$ cat src/rtl/rcpam_pkg.sv
// Shared types, register codes and constants for the RC pulse to actuator mapper.
// No dependencies; every other file in rtl/ except rcpam_fifo uses this package.
package rcpam_pkg;

  localparam int TICK_W   = 24;
  localparam int REG_W    = 16;
  localparam int IDX_W    = 3;

  // Configuration register indexes
  localparam logic [IDX_W-1:0] REG_VALID_MIN    = 3'd0;
  localparam logic [IDX_W-1:0] REG_VALID_MAX    = 3'd1;
  localparam logic [IDX_W-1:0] REG_DEAD_LOW     = 3'd2;
  localparam logic [IDX_W-1:0] REG_DEAD_HIGH    = 3'd3;
  localparam logic [IDX_W-1:0] REG_FULL_FORWARD = 3'd4;
  localparam logic [IDX_W-1:0] REG_FULL_REVERSE = 3'd5;
  localparam logic [IDX_W-1:0] REG_CENTER       = 3'd6;

  localparam logic [REG_W-1:0] RST_VALID_MIN    = 16'd12800;
  localparam logic [REG_W-1:0] RST_VALID_MAX    = 16'd35200;
  localparam logic [REG_W-1:0] RST_DEAD_LOW     = 16'd23200;
  localparam logic [REG_W-1:0] RST_DEAD_HIGH    = 16'd24800;
  localparam logic [REG_W-1:0] RST_FULL_FORWARD = 16'd16000;
  localparam logic [REG_W-1:0] RST_FULL_REVERSE = 16'd32000;
  localparam logic [REG_W-1:0] RST_CENTER       = 16'd24000;

  // Actuator values after reset; the DAC idle code is also the run-time idle code
  localparam logic [15:0] DAC_IDLE        = 16'd7745;
  localparam logic [14:0] RST_BRAKE_FRONT = 15'd25458;
  localparam logic [15:0] RST_BRAKE_REAR  = 16'd5193;
  localparam logic [12:0] RST_STEER       = 13'd4000;

  // Command operations handed from front end to back end
  localparam int OP_W = 3;
  localparam logic [OP_W-1:0] OP_THR_IDLE  = 3'd0;
  localparam logic [OP_W-1:0] OP_THR_DAC   = 3'd1;
  localparam logic [OP_W-1:0] OP_THR_BRAKE = 3'd2;
  localparam logic [OP_W-1:0] OP_STR_IDLE  = 3'd3;
  localparam logic [OP_W-1:0] OP_STR_RUN   = 3'd4;

  // Back end jobs: one division each
  localparam int JOB_W = 3;
  localparam logic [JOB_W-1:0] J_DAC = 3'd0;
  localparam logic [JOB_W-1:0] J_BF  = 3'd1;
  localparam logic [JOB_W-1:0] J_BR  = 3'd2;
  localparam logic [JOB_W-1:0] J_SA  = 3'd3;
  localparam logic [JOB_W-1:0] J_SB  = 3'd4;

  localparam int CMD_W  = 17;             // signed n and d
  localparam int TERM_W = 27;             // signed scaled terms
  localparam int DEN_W  = 26;             // divisor
  localparam int QUOT_W = 17;             // quotient kept before saturation
  localparam int NUM_W  = DEN_W + QUOT_W; // dividend

  localparam int CMD_DEPTH = 2;
  localparam int RES_DEPTH = 2;

  typedef struct packed {
    logic              channel;
    logic              level;
    logic [TICK_W-1:0] timer_value;
  } in_t;

  typedef struct packed {
    logic              channel_done;
    logic [TICK_W-1:0] pulse_ticks;
    logic              in_range;
    logic [15:0]       dac_code;
    logic [14:0]       brake_front_compare;
    logic [15:0]       brake_rear_compare;
    logic [12:0]       steer_a_compare;
    logic [12:0]       steer_b_compare;
  } res_t;

  typedef struct packed {
    logic [REG_W-1:0] valid_min;
    logic [REG_W-1:0] valid_max;
    logic [REG_W-1:0] dead_low;
    logic [REG_W-1:0] dead_high;
    logic [REG_W-1:0] full_forward;
    logic [REG_W-1:0] full_reverse;
    logic [REG_W-1:0] center;
  } cfg_t;

  typedef struct packed {
    logic                    ch;
    logic [TICK_W-1:0]       pulse_ticks;
    logic                    in_range;
    logic [OP_W-1:0]         op;
    logic signed [CMD_W-1:0] n;
    logic signed [CMD_W-1:0] d;
  } cmd_t;

  // x = ka*d +/- kb*n, den = kd*d
  typedef struct packed {
    logic [9:0] ka;
    logic [8:0] kb;
    logic [9:0] kd;
    logic       sub;
  } coef_t;

  function automatic coef_t job_coef(input logic [JOB_W-1:0] job);
    coef_t c;
    c = '0;
    unique case (job)
      J_DAC: c = '{ka: 10'd39,  kb: 9'd21,  kd: 10'd330,  sub: 1'b0};
      J_BF:  c = '{ka: 10'd843, kb: 9'd308, kd: 10'd1000, sub: 1'b1};
      J_BR:  c = '{ka: 10'd155, kb: 9'd338, kd: 10'd1000, sub: 1'b0};
      J_SA:  c = '{ka: 10'd5,   kb: 9'd2,   kd: 10'd10,   sub: 1'b1};
      J_SB:  c = '{ka: 10'd5,   kb: 9'd2,   kd: 10'd10,   sub: 1'b0};
      default: c = '0;
    endcase
    return c;
  endfunction

endpackage

$ cat src/rtl/rcpam_fifo.sv
// Small flip-flop queue used between front and back end and on the result side.
// Depends on nothing but its parameters.
module rcpam_fifo #(
  parameter int WIDTH = 8,
  parameter int DEPTH = 2
) (
  input  logic             clk,
  input  logic             rst,
  input  logic             push,
  input  logic [WIDTH-1:0] wdata,
  output logic             full,
  input  logic             pop,
  output logic [WIDTH-1:0] rdata,
  output logic             empty
);

  localparam int AW = (DEPTH > 1) ? $clog2(DEPTH) : 1;
  localparam int CW = $clog2(DEPTH + 1);

  logic [WIDTH-1:0] mem [DEPTH];
  logic [AW-1:0]    wr_ptr;
  logic [AW-1:0]    rd_ptr;
  logic [CW-1:0]    count;
  logic             do_push;
  logic             do_pop;

  assign full    = (count == CW'(DEPTH));
  assign empty   = (count == '0);
  assign do_push = push && !full;
  assign do_pop  = pop && !empty;
  assign rdata   = mem[rd_ptr];

  always_ff @(posedge clk) begin
    if (rst) begin
      wr_ptr <= '0;
      rd_ptr <= '0;
      count  <= '0;
    end else begin
      if (do_push) begin
        wr_ptr <= (wr_ptr == AW'(DEPTH - 1)) ? '0 : wr_ptr + AW'(1);
      end
      if (do_pop) begin
        rd_ptr <= (rd_ptr == AW'(DEPTH - 1)) ? '0 : rd_ptr + AW'(1);
      end
      case ({do_push, do_pop})
        2'b10:   count <= count + CW'(1);
        2'b01:   count <= count - CW'(1);
        default: count <= count;
      endcase
    end
  end

  always_ff @(posedge clk) begin
    if (do_push) begin
      mem[wr_ptr] <= wdata;
    end
  end

  a_push_fills: assert property (@(posedge clk) disable iff (rst)
    (push && !full) |=> !empty)
    else $error("queue empty after an accepted push");

endmodule

$ cat src/rtl/rcpam_front.sv
// Front end: takes edge events, keeps rise timestamps, measures pulse width and
// classifies it into a back-end command. Uses rcpam_pkg.
module rcpam_front #(
  parameter int TIMER_BITS = 24
) (
  input  logic             clk,
  input  logic             rst,
  input  logic             push,
  output logic             full,
  input  rcpam_pkg::in_t   item,
  input  rcpam_pkg::cfg_t  cfg,
  output logic             q_push,
  output rcpam_pkg::cmd_t  q_data,
  input  logic             q_full
);
  import rcpam_pkg::*;

  logic [TICK_W-1:0]     rise_time [2];
  logic                  s1_valid;
  logic                  s1_ch;
  logic [TIMER_BITS-1:0] s1_w;
  logic                  accept;
  logic [31:0]           rise32;
  logic [31:0]           now32;
  logic [31:0]           w32;
  logic [15:0]           w16;
  logic                  in_range;
  logic                  below;
  logic                  above;
  logic signed [CMD_W-1:0] n_fwd, d_fwd, n_rev, d_rev, n_ctr, d_ctr;

  assign full   = s1_valid && q_full;
  assign accept = push && !full;
  assign q_push = s1_valid && !q_full;

  // Width wraps at the timer size
  assign rise32 = 32'(rise_time[item.channel]);
  assign now32  = 32'(item.timer_value);

  always_ff @(posedge clk) begin
    if (rst) begin
      rise_time[0] <= '0;
      rise_time[1] <= '0;
      s1_valid     <= 1'b0;
    end else begin
      if (accept && item.level) begin
        rise_time[item.channel] <= 24'(now32[TIMER_BITS-1:0]);
      end
      if (accept && !item.level) begin
        s1_valid <= 1'b1;
      end else if (q_push) begin
        s1_valid <= 1'b0;
      end
    end
  end

  always_ff @(posedge clk) begin
    if (accept && !item.level) begin
      s1_ch <= item.channel;
      s1_w  <= rise32[TIMER_BITS-1:0] - now32[TIMER_BITS-1:0];
    end
  end

  always_comb begin
    w32      = 32'(s1_w);
    w16      = w32[15:0];
    in_range = (w32 > 32'(cfg.valid_min)) && (w32 < 32'(cfg.valid_max));
    below    = w16 < cfg.dead_low;
    above    = w16 > cfg.dead_high;
    n_fwd    = $signed({1'b0, cfg.dead_low})     - $signed({1'b0, w16});
    d_fwd    = $signed({1'b0, cfg.dead_low})     - $signed({1'b0, cfg.full_forward});
    n_rev    = $signed({1'b0, w16})              - $signed({1'b0, cfg.dead_high});
    d_rev    = $signed({1'b0, cfg.full_reverse}) - $signed({1'b0, cfg.dead_high});
    n_ctr    = $signed({1'b0, w16})              - $signed({1'b0, cfg.center});
    d_ctr    = $signed({1'b0, cfg.full_reverse}) - $signed({1'b0, cfg.center});

    q_data.ch          = s1_ch;
    q_data.pulse_ticks = w32[TICK_W-1:0];
    q_data.in_range    = in_range;
    q_data.n           = '0;
    q_data.d           = '0;
    if (!s1_ch) begin
      q_data.op = OP_THR_IDLE;
      // below-deadband test wins when the deadband edges are swapped
      if (in_range && below) begin
        if (d_fwd > 17'sd0) begin
          q_data.op = OP_THR_DAC;
          q_data.n  = n_fwd;
          q_data.d  = d_fwd;
        end
      end else if (in_range && above) begin
        if (d_rev > 17'sd0) begin
          q_data.op = OP_THR_BRAKE;
          q_data.n  = n_rev;
          q_data.d  = d_rev;
        end
      end
    end else begin
      q_data.op = OP_STR_IDLE;
      if (in_range && (below || above) && (d_ctr != 17'sd0)) begin
        q_data.op = OP_STR_RUN;
        q_data.n  = n_ctr;
        q_data.d  = d_ctr;
      end
    end
  end

endmodule

$ cat src/rtl/rcpam_div.sv
// Restoring divider, one quotient bit per cycle, quotient saturated to all ones
// when it would not fit. Uses rcpam_pkg for widths.
module rcpam_div (
  input  logic                         clk,
  input  logic                         rst,
  input  logic                         start,
  input  logic [rcpam_pkg::NUM_W-1:0]  num,
  input  logic [rcpam_pkg::DEN_W-1:0]  den,
  output logic                         done,
  output logic [rcpam_pkg::QUOT_W-1:0] quot
);
  import rcpam_pkg::*;

  localparam int CNT_W = $clog2(QUOT_W + 1);

  logic              busy;
  logic [CNT_W-1:0]  cnt;
  logic [DEN_W-1:0]  rem;
  logic [QUOT_W-1:0] nlow;
  logic [NUM_W-1:0]  den_shift;
  logic [DEN_W:0]    trial;
  logic              fits;
  logic              overflow;

  assign den_shift = {den, {QUOT_W{1'b0}}};
  assign overflow  = num >= den_shift;
  assign trial     = {rem, nlow[QUOT_W-1]};
  assign fits      = trial >= {1'b0, den};

  always_ff @(posedge clk) begin
    if (rst) begin
      busy <= 1'b0;
      done <= 1'b0;
    end else begin
      done <= 1'b0;
      if (start) begin
        if (overflow) begin
          done <= 1'b1;
        end else begin
          busy <= 1'b1;
        end
      end else if (busy && cnt == CNT_W'(1)) begin
        busy <= 1'b0;
        done <= 1'b1;
      end
    end
  end

  always_ff @(posedge clk) begin
    if (start) begin
      // high part is already below the divisor when there is no overflow
      rem  <= num[NUM_W-1:QUOT_W];
      nlow <= num[QUOT_W-1:0];
      cnt  <= CNT_W'(QUOT_W);
      quot <= overflow ? '1 : '0;
    end else if (busy) begin
      rem  <= fits ? DEN_W'(trial - {1'b0, den}) : trial[DEN_W-1:0];
      nlow <= {nlow[QUOT_W-2:0], 1'b0};
      quot <= {quot[QUOT_W-2:0], fits};
      cnt  <= cnt - CNT_W'(1);
    end
  end

  a_no_restart: assert property (@(posedge clk) disable iff (rst)
    start |-> !busy)
    else $error("divider started while busy");

  a_finishes: assert property (@(posedge clk) disable iff (rst)
    (busy && cnt == CNT_W'(1) && !start) |=> done)
    else $error("divider missed its last step");

endmodule

$ cat src/rtl/rcpam_back.sv
// Back end: runs queued commands through a scale / multiply / divide / clamp
// sequence and keeps the held actuator values. Uses rcpam_pkg and rcpam_div.
module rcpam_back #(
  parameter int STEER_PERIOD       = 8000,
  parameter int BRAKE_FRONT_PERIOD = 30200,
  parameter int BRAKE_REAR_PERIOD  = 33506
) (
  input  logic            clk,
  input  logic            rst,
  input  logic            q_empty,
  output logic            q_pop,
  input  rcpam_pkg::cmd_t cmd,
  output logic            res_push,
  output rcpam_pkg::res_t res_data,
  input  logic            res_full
);
  import rcpam_pkg::*;

  localparam logic [15:0] SP       = 16'(STEER_PERIOD);
  localparam logic [15:0] SP_HALF  = 16'(STEER_PERIOD * 5 / 10);
  localparam logic [15:0] BF_PER   = 16'(BRAKE_FRONT_PERIOD);
  localparam logic [15:0] BF_LO    = 16'(BRAKE_FRONT_PERIOD * 535 / 1000);
  localparam logic [15:0] BF_HI    = 16'(BRAKE_FRONT_PERIOD * 843 / 1000);
  localparam logic [15:0] BR_PER   = 16'(BRAKE_REAR_PERIOD);
  localparam logic [15:0] BR_LO    = 16'(BRAKE_REAR_PERIOD * 155 / 1000);
  localparam logic [15:0] BR_HI    = 16'(BRAKE_REAR_PERIOD * 493 / 1000);
  localparam logic [15:0] DAC_FULL = 16'hFFFF;

  localparam logic [2:0] ST_IDLE  = 3'd0;
  localparam logic [2:0] ST_TERM  = 3'd1;
  localparam logic [2:0] ST_SUM   = 3'd2;
  localparam logic [2:0] ST_MUL   = 3'd3;
  localparam logic [2:0] ST_DGO   = 3'd4;
  localparam logic [2:0] ST_DWAIT = 3'd5;
  localparam logic [2:0] ST_CLAMP = 3'd6;
  localparam logic [2:0] ST_PUSH  = 3'd7;

  logic [2:0]               state;
  cmd_t                     cur;
  logic [JOB_W-1:0]         job;
  logic signed [CMD_W-1:0]  dpos;
  logic signed [CMD_W-1:0]  npos;
  logic signed [TERM_W-1:0] ta, tb, x;
  logic [DEN_W-1:0]         den;
  logic [NUM_W-1:0]         num;
  logic                     neg;

  logic [15:0] held_dac;
  logic [14:0] held_bf;
  logic [15:0] held_br;
  logic [12:0] held_sa;
  logic [12:0] held_sb;

  coef_t                    coef;
  logic [15:0]              mulp, lo, hi, clamped;
  logic signed [TERM_W-1:0] ka_s, kb_s, kd_s, d_s, n_s, den_prod;
  logic [NUM_W-1:0]         p_ext, x_ext;
  logic                     div_start, div_done;
  logic [QUOT_W-1:0]        div_quot;

  rcpam_div u_div (
    .clk   (clk),
    .rst   (rst),
    .start (div_start),
    .num   (num),
    .den   (den),
    .done  (div_done),
    .quot  (div_quot)
  );

  assign q_pop     = (state == ST_IDLE) && !q_empty;
  assign res_push  = (state == ST_PUSH) && !res_full;
  assign div_start = (state == ST_DGO);

  always_comb begin
    coef = job_coef(job);
    unique case (job) inside
      J_DAC:      begin mulp = DAC_FULL; lo = '0;    hi = DAC_FULL; end
      J_BF:       begin mulp = BF_PER;   lo = BF_LO; hi = BF_HI;    end
      J_BR:       begin mulp = BR_PER;   lo = BR_LO; hi = BR_HI;    end
      J_SA, J_SB: begin mulp = SP;       lo = '0;    hi = SP;       end
      default:    begin mulp = '0;       lo = '0;    hi = '0;       end
    endcase
    ka_s     = TERM_W'(coef.ka);
    kb_s     = TERM_W'(coef.kb);
    kd_s     = TERM_W'(coef.kd);
    d_s      = TERM_W'(dpos);
    n_s      = TERM_W'(npos);
    den_prod = kd_s * d_s;
    p_ext    = NUM_W'(mulp);
    x_ext    = NUM_W'(x[DEN_W-1:0]);
    // negative scaled value floors below every lower bound
    if (neg) begin
      clamped = lo;
    end else if (div_quot < {1'b0, lo}) begin
      clamped = lo;
    end else if (div_quot > {1'b0, hi}) begin
      clamped = hi;
    end else begin
      clamped = div_quot[15:0];
    end
  end

  always_ff @(posedge clk) begin
    if (rst) begin
      state    <= ST_IDLE;
      held_dac <= DAC_IDLE;
      held_bf  <= RST_BRAKE_FRONT;
      held_br  <= RST_BRAKE_REAR;
      held_sa  <= RST_STEER;
      held_sb  <= RST_STEER;
    end else begin
      unique case (state)
        ST_IDLE: begin
          if (!q_empty) begin
            if (!cmd.ch) begin
              held_dac <= DAC_IDLE;
              held_bf  <= BF_HI[14:0];
              held_br  <= BR_LO;
            end else begin
              held_sa <= SP_HALF[12:0];
              held_sb <= SP_HALF[12:0];
            end
            case (cmd.op)
              OP_THR_DAC:   begin job <= J_DAC; state <= ST_TERM; end
              OP_THR_BRAKE: begin job <= J_BF;  state <= ST_TERM; end
              OP_STR_RUN:   begin job <= J_SA;  state <= ST_TERM; end
              default:      state <= ST_PUSH;
            endcase
          end
        end
        ST_TERM:  state <= ST_SUM;
        ST_SUM:   state <= ST_MUL;
        ST_MUL:   state <= ST_DGO;
        ST_DGO:   state <= ST_DWAIT;
        ST_DWAIT: begin
          if (div_done) begin
            state <= ST_CLAMP;
          end
        end
        ST_CLAMP: begin
          case (job)
            J_DAC:   held_dac <= clamped;
            J_BF:    held_bf  <= clamped[14:0];
            J_BR:    held_br  <= clamped;
            J_SA:    held_sa  <= clamped[12:0];
            default: held_sb  <= clamped[12:0];
          endcase
          if (job == J_BF) begin
            job   <= J_BR;
            state <= ST_TERM;
          end else if (job == J_SA) begin
            job   <= J_SB;
            state <= ST_TERM;
          end else begin
            state <= ST_PUSH;
          end
        end
        ST_PUSH: begin
          if (!res_full) begin
            state <= ST_IDLE;
          end
        end
        default: state <= ST_IDLE;
      endcase
    end
  end

  // Datapath registers
  always_ff @(posedge clk) begin
    if (q_pop) begin
      cur <= cmd;
      // fold the divisor sign into the numerator so d stays positive
      dpos <= cmd.d[CMD_W-1] ? -cmd.d : cmd.d;
      npos <= cmd.d[CMD_W-1] ? -cmd.n : cmd.n;
    end
    if (state == ST_TERM) begin
      ta <= ka_s * d_s;
      tb <= kb_s * n_s;
    end
    if (state == ST_SUM) begin
      x   <= coef.sub ? ta - tb : ta + tb;
      den <= den_prod[DEN_W-1:0];
    end
    if (state == ST_MUL) begin
      num <= p_ext * x_ext;
      neg <= x[TERM_W-1];
    end
  end

  always_comb begin
    res_data.channel_done        = cur.ch;
    res_data.pulse_ticks         = cur.pulse_ticks;
    res_data.in_range            = cur.in_range;
    res_data.dac_code            = held_dac;
    res_data.brake_front_compare = held_bf;
    res_data.brake_rear_compare  = held_br;
    res_data.steer_a_compare     = held_sa;
    res_data.steer_b_compare     = held_sb;
  end

  a_done_expected: assert property (@(posedge clk) disable iff (rst)
    div_done |-> (state == ST_DWAIT))
    else $error("divider result arrived outside the wait state");

  a_pop_starts: assert property (@(posedge clk) disable iff (rst)
    q_pop |=> (state == ST_TERM || state == ST_PUSH))
    else $error("command popped without starting work");

endmodule

$ cat src/rtl/rc_pulse_to_actuator_mapper_unit.sv
// Top level of the RC pulse to actuator mapper: configuration registers, front
// end, command queue, back end and result queue. Uses rcpam_pkg and all rtl/ modules.
//
// Usage:
//   Input channel: an edge event (channel, level, timer_value) is taken on a
//   clock edge with push high and full low. Rising edges only store the
//   timestamp and produce no result. Falling edges produce exactly one result.
//   Result channel: while empty is low the oldest result is on result; it is
//   taken on a clock edge with pop high.
//   Configuration: cfg_we writes cfg_data to register cfg_index;
//   indexes past the last register are ignored. Write only while idle.
// Operation: a falling edge is registered in the front end, then the back end
//   runs one division per job through a shared 17-step divider; a quotient that
//   saturates up front skips the steps. Idle, out-of-range and deadband results
//   need no division, DAC results one job, brake and steering results two jobs.
//   The back end takes a new command only after the result of the last one is
//   pushed; rising edges only take an input slot. That sequencer sets the
//   sustained rate.
// Reset (synchronous, active high) loads register defaults, clears both
//   timestamps and the queues, and sets the held actuator values to idle.
// A stalled receiver fills the result queue, then the back end and the command
//   queue; full rises only when the front end can no longer hand off.
module rc_pulse_to_actuator_mapper_unit #(
  parameter int TIMER_BITS         = 24,
  parameter int STEER_PERIOD       = 8000,
  parameter int BRAKE_FRONT_PERIOD = 30200,
  parameter int BRAKE_REAR_PERIOD  = 33506
) (
  input  logic                          clk,
  input  logic                          rst,
  input  logic                          push,
  output logic                          full,
  input  rcpam_pkg::in_t                item,
  output logic                          empty,
  input  logic                          pop,
  output rcpam_pkg::res_t               result,
  input  logic                          cfg_we,
  input  logic [rcpam_pkg::IDX_W-1:0]   cfg_index,
  input  logic [rcpam_pkg::REG_W-1:0]   cfg_data
);
  import rcpam_pkg::*;

  cfg_t               cfg;
  logic               cmd_push, cmd_full, cmd_empty, cmd_pop;
  cmd_t               cmd_in, cmd_head;
  logic [$bits(cmd_t)-1:0] cmd_rdata;
  logic               res_push, res_full;
  res_t               res_in;
  logic [$bits(res_t)-1:0] res_rdata;

  always_ff @(posedge clk) begin
    if (rst) begin
      cfg.valid_min    <= RST_VALID_MIN;
      cfg.valid_max    <= RST_VALID_MAX;
      cfg.dead_low     <= RST_DEAD_LOW;
      cfg.dead_high    <= RST_DEAD_HIGH;
      cfg.full_forward <= RST_FULL_FORWARD;
      cfg.full_reverse <= RST_FULL_REVERSE;
      cfg.center       <= RST_CENTER;
    end else if (cfg_we) begin
      unique case (cfg_index)
        REG_VALID_MIN:    cfg.valid_min    <= cfg_data;
        REG_VALID_MAX:    cfg.valid_max    <= cfg_data;
        REG_DEAD_LOW:     cfg.dead_low     <= cfg_data;
        REG_DEAD_HIGH:    cfg.dead_high    <= cfg_data;
        REG_FULL_FORWARD: cfg.full_forward <= cfg_data;
        REG_FULL_REVERSE: cfg.full_reverse <= cfg_data;
        REG_CENTER:       cfg.center       <= cfg_data;
        default:          ;
      endcase
    end
  end

  rcpam_front #(
    .TIMER_BITS (TIMER_BITS)
  ) u_front (
    .clk    (clk),
    .rst    (rst),
    .push   (push),
    .full   (full),
    .item   (item),
    .cfg    (cfg),
    .q_push (cmd_push),
    .q_data (cmd_in),
    .q_full (cmd_full)
  );

  rcpam_fifo #(
    .WIDTH ($bits(cmd_t)),
    .DEPTH (CMD_DEPTH)
  ) u_cmd_q (
    .clk   (clk),
    .rst   (rst),
    .push  (cmd_push),
    .wdata (cmd_in),
    .full  (cmd_full),
    .pop   (cmd_pop),
    .rdata (cmd_rdata),
    .empty (cmd_empty)
  );

  assign cmd_head = cmd_t'(cmd_rdata);

  rcpam_back #(
    .STEER_PERIOD       (STEER_PERIOD),
    .BRAKE_FRONT_PERIOD (BRAKE_FRONT_PERIOD),
    .BRAKE_REAR_PERIOD  (BRAKE_REAR_PERIOD)
  ) u_back (
    .clk      (clk),
    .rst      (rst),
    .q_empty  (cmd_empty),
    .q_pop    (cmd_pop),
    .cmd      (cmd_head),
    .res_push (res_push),
    .res_data (res_in),
    .res_full (res_full)
  );

  rcpam_fifo #(
    .WIDTH ($bits(res_t)),
    .DEPTH (RES_DEPTH)
  ) u_res_q (
    .clk   (clk),
    .rst   (rst),
    .push  (res_push),
    .wdata (res_in),
    .full  (res_full),
    .pop   (pop),
    .rdata (res_rdata),
    .empty (empty)
  );

  assign result = res_t'(res_rdata);

endmodule

$ cat config.mk
export PLATFORM = sky130hd
export DESIGN_NAME = rc_pulse_to_actuator_mapper_unit
export DESIGN_NICKNAME = d
export VERILOG_FILES = /design/src/rtl/rcpam_pkg.sv /design/src/rtl/rcpam_fifo.sv /design/src/rtl/rcpam_front.sv /design/src/rtl/rcpam_div.sv /design/src/rtl/rcpam_back.sv /design/src/rtl/rc_pulse_to_actuator_mapper_unit.sv
export SDC_FILE = /design/constraint.sdc
export NUM_CORES = 2
export LEC_CHECK = 0
export ABC_CLOCK_PERIOD_IN_PS = 20900
export BUFFER_PORTS_ARGS = -buffer_cell sky130_fd_sc_hd__buf_2
export CORE_UTILIZATION = 70
export CTS_CLUSTER_SIZE = 28
export DETAILED_ROUTE_END_ITERATION = 8
export PLACE_DENSITY = 0.89
export SYNTH_ARGS = -nofsm -noshare
export SYNTH_HDL_FRONTEND = slang
export SYNTH_HIERARCHICAL = 1
export SYNTH_SLANG_ARGS = --single-unit
$ cat constraint.sdc
create_clock -name clk -period 20.9 [get_ports clk]
set_input_delay 2.09 -clock clk [delete_from_list [all_inputs] [get_ports clk]]
set_output_delay 2.09 -clock clk [all_outputs]
set_load 0.05 [all_outputs]
### Word-level counts from Yosys, hierarchy flattened

Memory sizes are Yosys's and may differ from the RTL's. A register that Yosys moved wholly into a read port is not among the register bits.
Index checks and enable logic that the tools add are counted.

| operators by class | value |
|---|---|
| add/subtract/negate cells | 21 |
| $mul | 4 |
| order comparisons | 10 |
| equal/unequal tests | 40 |
| multiplexer cells | 84 |
| bitwise gates (word level) | 1 |
| reductions and logical operators | 55 |

Operator list:

| kind | number |
|---|---|
| $mux 16 | 10 |
| $pmux 30 s5 | 1 |
| $mux 37 | 4 |
| $pmux 16 s4 | 2 |
| $mux 17 | 6 |
| $sub 16x16->17 | 6 |
| $mux 26 | 3 |
| $pmux 16 s2 | 2 |
| $mux 13 | 4 |
| $pmux 13 s2 | 2 |
| $mux 15 | 3 |
| $ge 43x43->1 | 1 |
| $mul 16x26->42 | 1 |
| $mux 36 | 1 |
| $mux 35 | 1 |
| $gt 17x1->1 const B | 2 |
| $neg 17->17 | 2 |
| $pmux 15 s2 | 1 |
| $pmux 14 s2 | 1 |
| $add 27x27->27 | 1 |
| $eq 3x3->1 const B | 9 |
| $ge 27x26->1 | 1 |
| $mul 10x17->27 | 1 |
| $mul 11x17->27 | 1 |
| 47 further kinds | 149 |

| word-level totals | value |
|---|---|
| register bits | 503 |
| memory bits (writable) | 372 |
| input port bits | 50 |
| word-level logic and storage cells | 259 |
| memories kept | 3 |

Memory list:

| memory | depth | width | rd ports | clocked after Yosys merged registers in | wr ports | line | text |
|---|---|---|---|---|---|---|---|
| u_res_q.mem | 2 | 99 | 1 | 1 | 1 | rcpam_fifo.sv:20 | `logic [WIDTH-1:0] mem [DEPTH];` |
| u_cmd_q.mem | 2 | 63 | 1 | 1 | 1 | rcpam_fifo.sv:20 |  |
| u_front.rise_time | 2 | 24 | 1 | 0 | 2 | rcpam_front.sv:18 | `logic [TICK_W-1:0] rise_time [2];` |

### Longest topological paths before layout

| logic depth | value |
|---|---|
| depth after elaboration | 10 |
| depth in mapped cells | 31 |
| mapped depth without buffers | 28 |

### Modules after synthesis

Netlist, hierarchy kept.

By module, submodules not included:

| module | instances | cells an instance | area each (µm²) | seq. area each (µm²) |
|---|---|---|---|---|
| rcpam_back | 1 | 3829 | 38913.6 | 7887.6 |
| rcpam_front | 1 | 1257 | 10605.2 | 2212.1 |
| rcpam_fifo (u_res_q) | 1 | 334 | 7348.3 | 6045.8 |
| rcpam_div | 1 | 510 | 5161.2 | 1941.9 |
| rcpam_fifo (u_cmd_q) | 1 | 222 | 4752.1 | 3883.7 |
| rc_pulse_to_actuator_mapper_unit | 1 | 406 | 4389.2 | 2242.2 |

### Worst setup path after synthesis

OpenSTA, ideal clock, no wires.

| timing | value |
|---|---|
| kind | flip-flop to flip-flop |
| start point | reg u_back.job[2] |
| end point | reg u_back.num[40], data pin |
| library setup time | 180 ps |
| arrival time | 7291 ps |
| setup slack | 13429 ps |
| cell stages (with the launch flop) | 26 |
| cells stage by stage | edfxtp_1 buf_1 mux2i_1 a21oi_1 clkbuf_1 and2_1 fa_1 inv_1 fa_1 inv_1 fa_1 fa_1 fa_1 inv_1 fa_1 inv_1 ha_1 inv_1 or3_1 o211ai_2 o22ai_2 o21a_4 o31ai_4 a21oi_2 or3_4 o311ai_1 |

| on the way | value |
|---|---|
| word-level cells in the longest chain between the ends | 4 |

RTL lines:

| what | line | text |
|---|---|---|
| start, declared | rcpam_back.sv:40 | `logic [JOB_W-1:0] job;` |
| start signal, assigned | rcpam_back.sv:125 | `OP_THR_DAC: begin job <= J_DAC; state <= ST_TERM; end` |
| start signal, assigned | rcpam_back.sv:126 | `OP_THR_BRAKE: begin job <= J_BF; state <= ST_TERM; end` |
| start signal, assigned | rcpam_back.sv:127 | `OP_STR_RUN: begin job <= J_SA; state <= ST_TERM; end` |
| $eq 3x3->1 (no source line) or $eq 3x2->1 (tied branches) | -- |  |
| $reduce_or 2->1 | rcpam_back.sv:77 | `unique case (job) inside` |
| $pmux 16 s4 (*) | rcpam_back.sv:77 |  |
| $mul 16x26->42 (*) | rcpam_back.sv:186 | `num <= p_ext * x_ext;` |
| end signal, assigned | rcpam_back.sv:186 |  |
| end, declared | rcpam_back.sv:45 | `logic [NUM_W-1:0] num;` |

Mark *: on every way between the ends. The rest lies on a longest branch, timed or not.
A chain may end at the register's enable or synchronous reset.

### Final worst setup path

| timing | value |
|---|---|
| start point | reg u_back.job[0] |
| end point | reg u_back.num[40], data pin |

Same word-level chain as after synthesis.

==> flow_summary_export.csv <==
group,metric,value,unit
outcome,status,"completed",
sta,maxSlewViolCount,0,
logic_synthesis,yosysMostFrequentCell,"inv_1",
drt,drt_iter0_markers,4813,
grt,grt_max_degree,99,
worst_hold_path,hp-class,"flop to flop",
logic_synthesis,synth_cells,6558,
worst_setup_path,crit_top_cell,"fa_1",
clock_network,cts_max_path_buffers,3,
logic_synthesis,synth_edf_count,669,
cells_and_area,layout-area-overhead-vs-synth,7.36,%
floorplanning,die_area,103000,um^2
logic_synthesis,syn-mean-instance-area,10.9,um^2
clock_network,cts_inserted_buffers,89,
floorplanning,die_x,321,um
placed_design,globalplace.congestion,0.971,
cells_and_area,postLayoutCellArea,76400,um^2
worst_setup_path,crit_path_end_kind,"flop",
clock_network,clkLatencyLatePin,700,ps
placed_design,placed_cell_area,73300,um^2
placed_design,io_buffers,150,
logic_synthesis,synth_top_area_cell,"edfxtp_1",
cells_and_area,num_antenna_cells,0,
cells_and_area,finalNetCount,7973,
drt,vias,50600,
grt,grt_pass1_wl,287000,um
logic_synthesis,ys_ff_latch,875,
drt,ant_nets,0,
logic_synthesis,ys_seq_area_share,34.0,%
run,cap_violations,0,
logic_synthesis,synth.distinct_cells,115,
clock_network,cts_resized,0,
worst_setup_path,crit_path_top_delay_cell,"edfxtp_1",
sta,tightestPinTransition,1120,ps
logic_synthesis,synth_area_leaders,"edfxtp_1 (28%), fa_1 (18%), ha_1 (11%), dfxtp_1 (5.8%), inv_1 (5.3%)",
clock_network,post-cts-setup-buffers,0,
sta,rsz0062_at_grt,"false",
worst_setup_path,cp-start-kind,"flop",
sta,finClkSkew,51.0,ps
logic_synthesis,ys_warn_count,6,
worst_setup_path,worstPathRequired,21390,ps
drt,dr.pass1.iters,9,
floorplanning,initial_core_util,70.9,%
sta,relSlewSlack,24.9,%
floorplanning,rows,116,
placed_design,dpl_worst_slack,12180,ps
logic_synthesis,async_flop_share,0,%
sta,fmax,0.113,GHz
cells_and_area,drive_gt1_share,10.2,%
floorplanning,core,100000,um^2
logic_synthesis,synth_area,71200,um^2
placed_design,dp_cells,7928,
drt,wire_per_inst,22.7,um
clock_network,clk_pin_slew,70,ps
cells_and_area,fin_cells,8096,
worst_setup_path,r2r_cells,26,
grt,grt_pass1_vias,52700,
worst_setup_path,path_max_fanout,26,
clock_network,hold_buffers,0,
clock_network,htree_num_levels,3,
sta,setup_slack,12090,ps
logic_synthesis,synthTopCellsByCount,"inv_1 (998), edfxtp_1 (669), fa_1 (654), ha_1 (607), nand2_1 (325)",
sta,final_hold_viol_count,0,
grt,antenna_found_initial,1,
grt,grt.overflow.total,0,
floorplanning,die_h,321,um
clock_network,cts.sinks,875,
worst_setup_path,critical_path.max_stage_delay,710,ps
worst_setup_path,cp.arrival,9300,ps
logic_synthesis,yosys.area.top_type_share,28.2,%
sta,tns,0,ps
drt,vias_per_cell,6.25,
drt,wirelength,184000,um
sta,setup_viol,0,
sta,post-route-min-period,8810,ps
worst_setup_path,path_class,"flop to flop",
drt,drc,0,
clock_network,root_buffer,"clkbuf_16",
worst_hold_path,hold_path_depth,0,
clock_network,cts_tree,"done",
grt,grt_usage,35.9,%
sta,finalCritPeriodShare,42.2,%
placed_design,hpwl,136000,um
logic_synthesis,synth-main-ff-cell,"edfxtp_1",
floorplanning,io_pins,151,
[layer usage]
layer | part of all wire (%) | wire length (um) | global-route usage (%) | vias to the layer above
met3 | 7.4 | 13500 | 5.38 | 627
met4 | 5.6 | 10300 | 18.1 | 2
li1 | - | - | - | 22500
met5 | 0.0082 | 15 | 0 | -
met2 | 49 | 90400 | 61.0 | 2526
met1 | 38 | 69400 | 44.7 | 25000
[cells by family after synthesis]
family | Yosys count | share of synthesized area, %
AO/OA/AOI/OAI | 1001 | 9.47
XOR/XNOR | 309 | 3.80
adder cells (fa/ha/maj) | 1261 | 29.1
buffers and inverters | 1188 | 6.47
flip-flops | 875 | 34.0
multiplexers | 373 | 5.72
other | 1 | 0.00527
AND/OR/NAND/NOR | 1550 | 11.4
[cell type report]
class	instances	area, um^2
multi-input cells	4498	42500
flip-flops and latches	875	24200
fillers	6262	24000
inverters	1004	3770
clock buffers	119	2540
well taps	1357	1700
repair buffers	194	1090
clock inverters	49	609
[critical path: cells and delay by family (launching register included)]
kind | cells | cell delay [ps]
adder cells (fa/ha/maj) | 7 | 3460
multiplexers | 1 | 160
flip-flops | 1 | 710
buffers and inverters | 7 | 810
AND/OR/NAND/NOR | 5 | 2020
AO/OA/AOI/OAI | 6 | 1410
[cell usage in the layout (no fill, tap or decap), drive strengths merged, types with 80 or more instances in the layout]
master  count
edfxtp    669
nand2     327
clkbuf    119
a21o       96
nor2      321
mux2      237
inv      1009
ha        607
and2      276
xnor2     229
mux2i     136
xor2       80
a21oi     280
dfxtp     206
fa        654
nand2b    164
buf       194
nand3      87
o21ai     180
[per-stage QoR]
| stage | util (%) | hold slack, ps |
|---|---|---|
| floorplan | - | 400 |
| global placement | 72.9 | 427 |
| detailed placement | 72.9 | 436 |
| CTS | 76.1 | 442 |
| global route | 76.1 | 450 |
| finish | 76.1 | 441 |
[flip-flops by register name, summed over array words and instances (netlist names), 27 cells and up, named ones only]
register and cells:
u_back/ta 27, u_back/x 27, u_back/tb 27, u_back/num 42, u_cmd_q/mem 126, cfg 112
u_front/rise_time 48, u_res_q/mem 198
[worst paths after layout]
| kind | slack [ps] | to | from |
|---|---|---|---|
| setup / recovery | 12090 | u_back/num[40] | u_back/job[0] |
| hold / removal | 440 | u_res_q/mem[0][88] | u_back/res_data[88] |
| setup reg to reg | 12090 | u_back/num[40] | u_back/job[0] |
| hold reg to reg | 440 | u_res_q/mem[0][88] | u_back/res_data[88] |
Power is left out: the tool's default activity adds up to more than one toggle a clock period on the data nets, which glitch-free logic cannot reach.
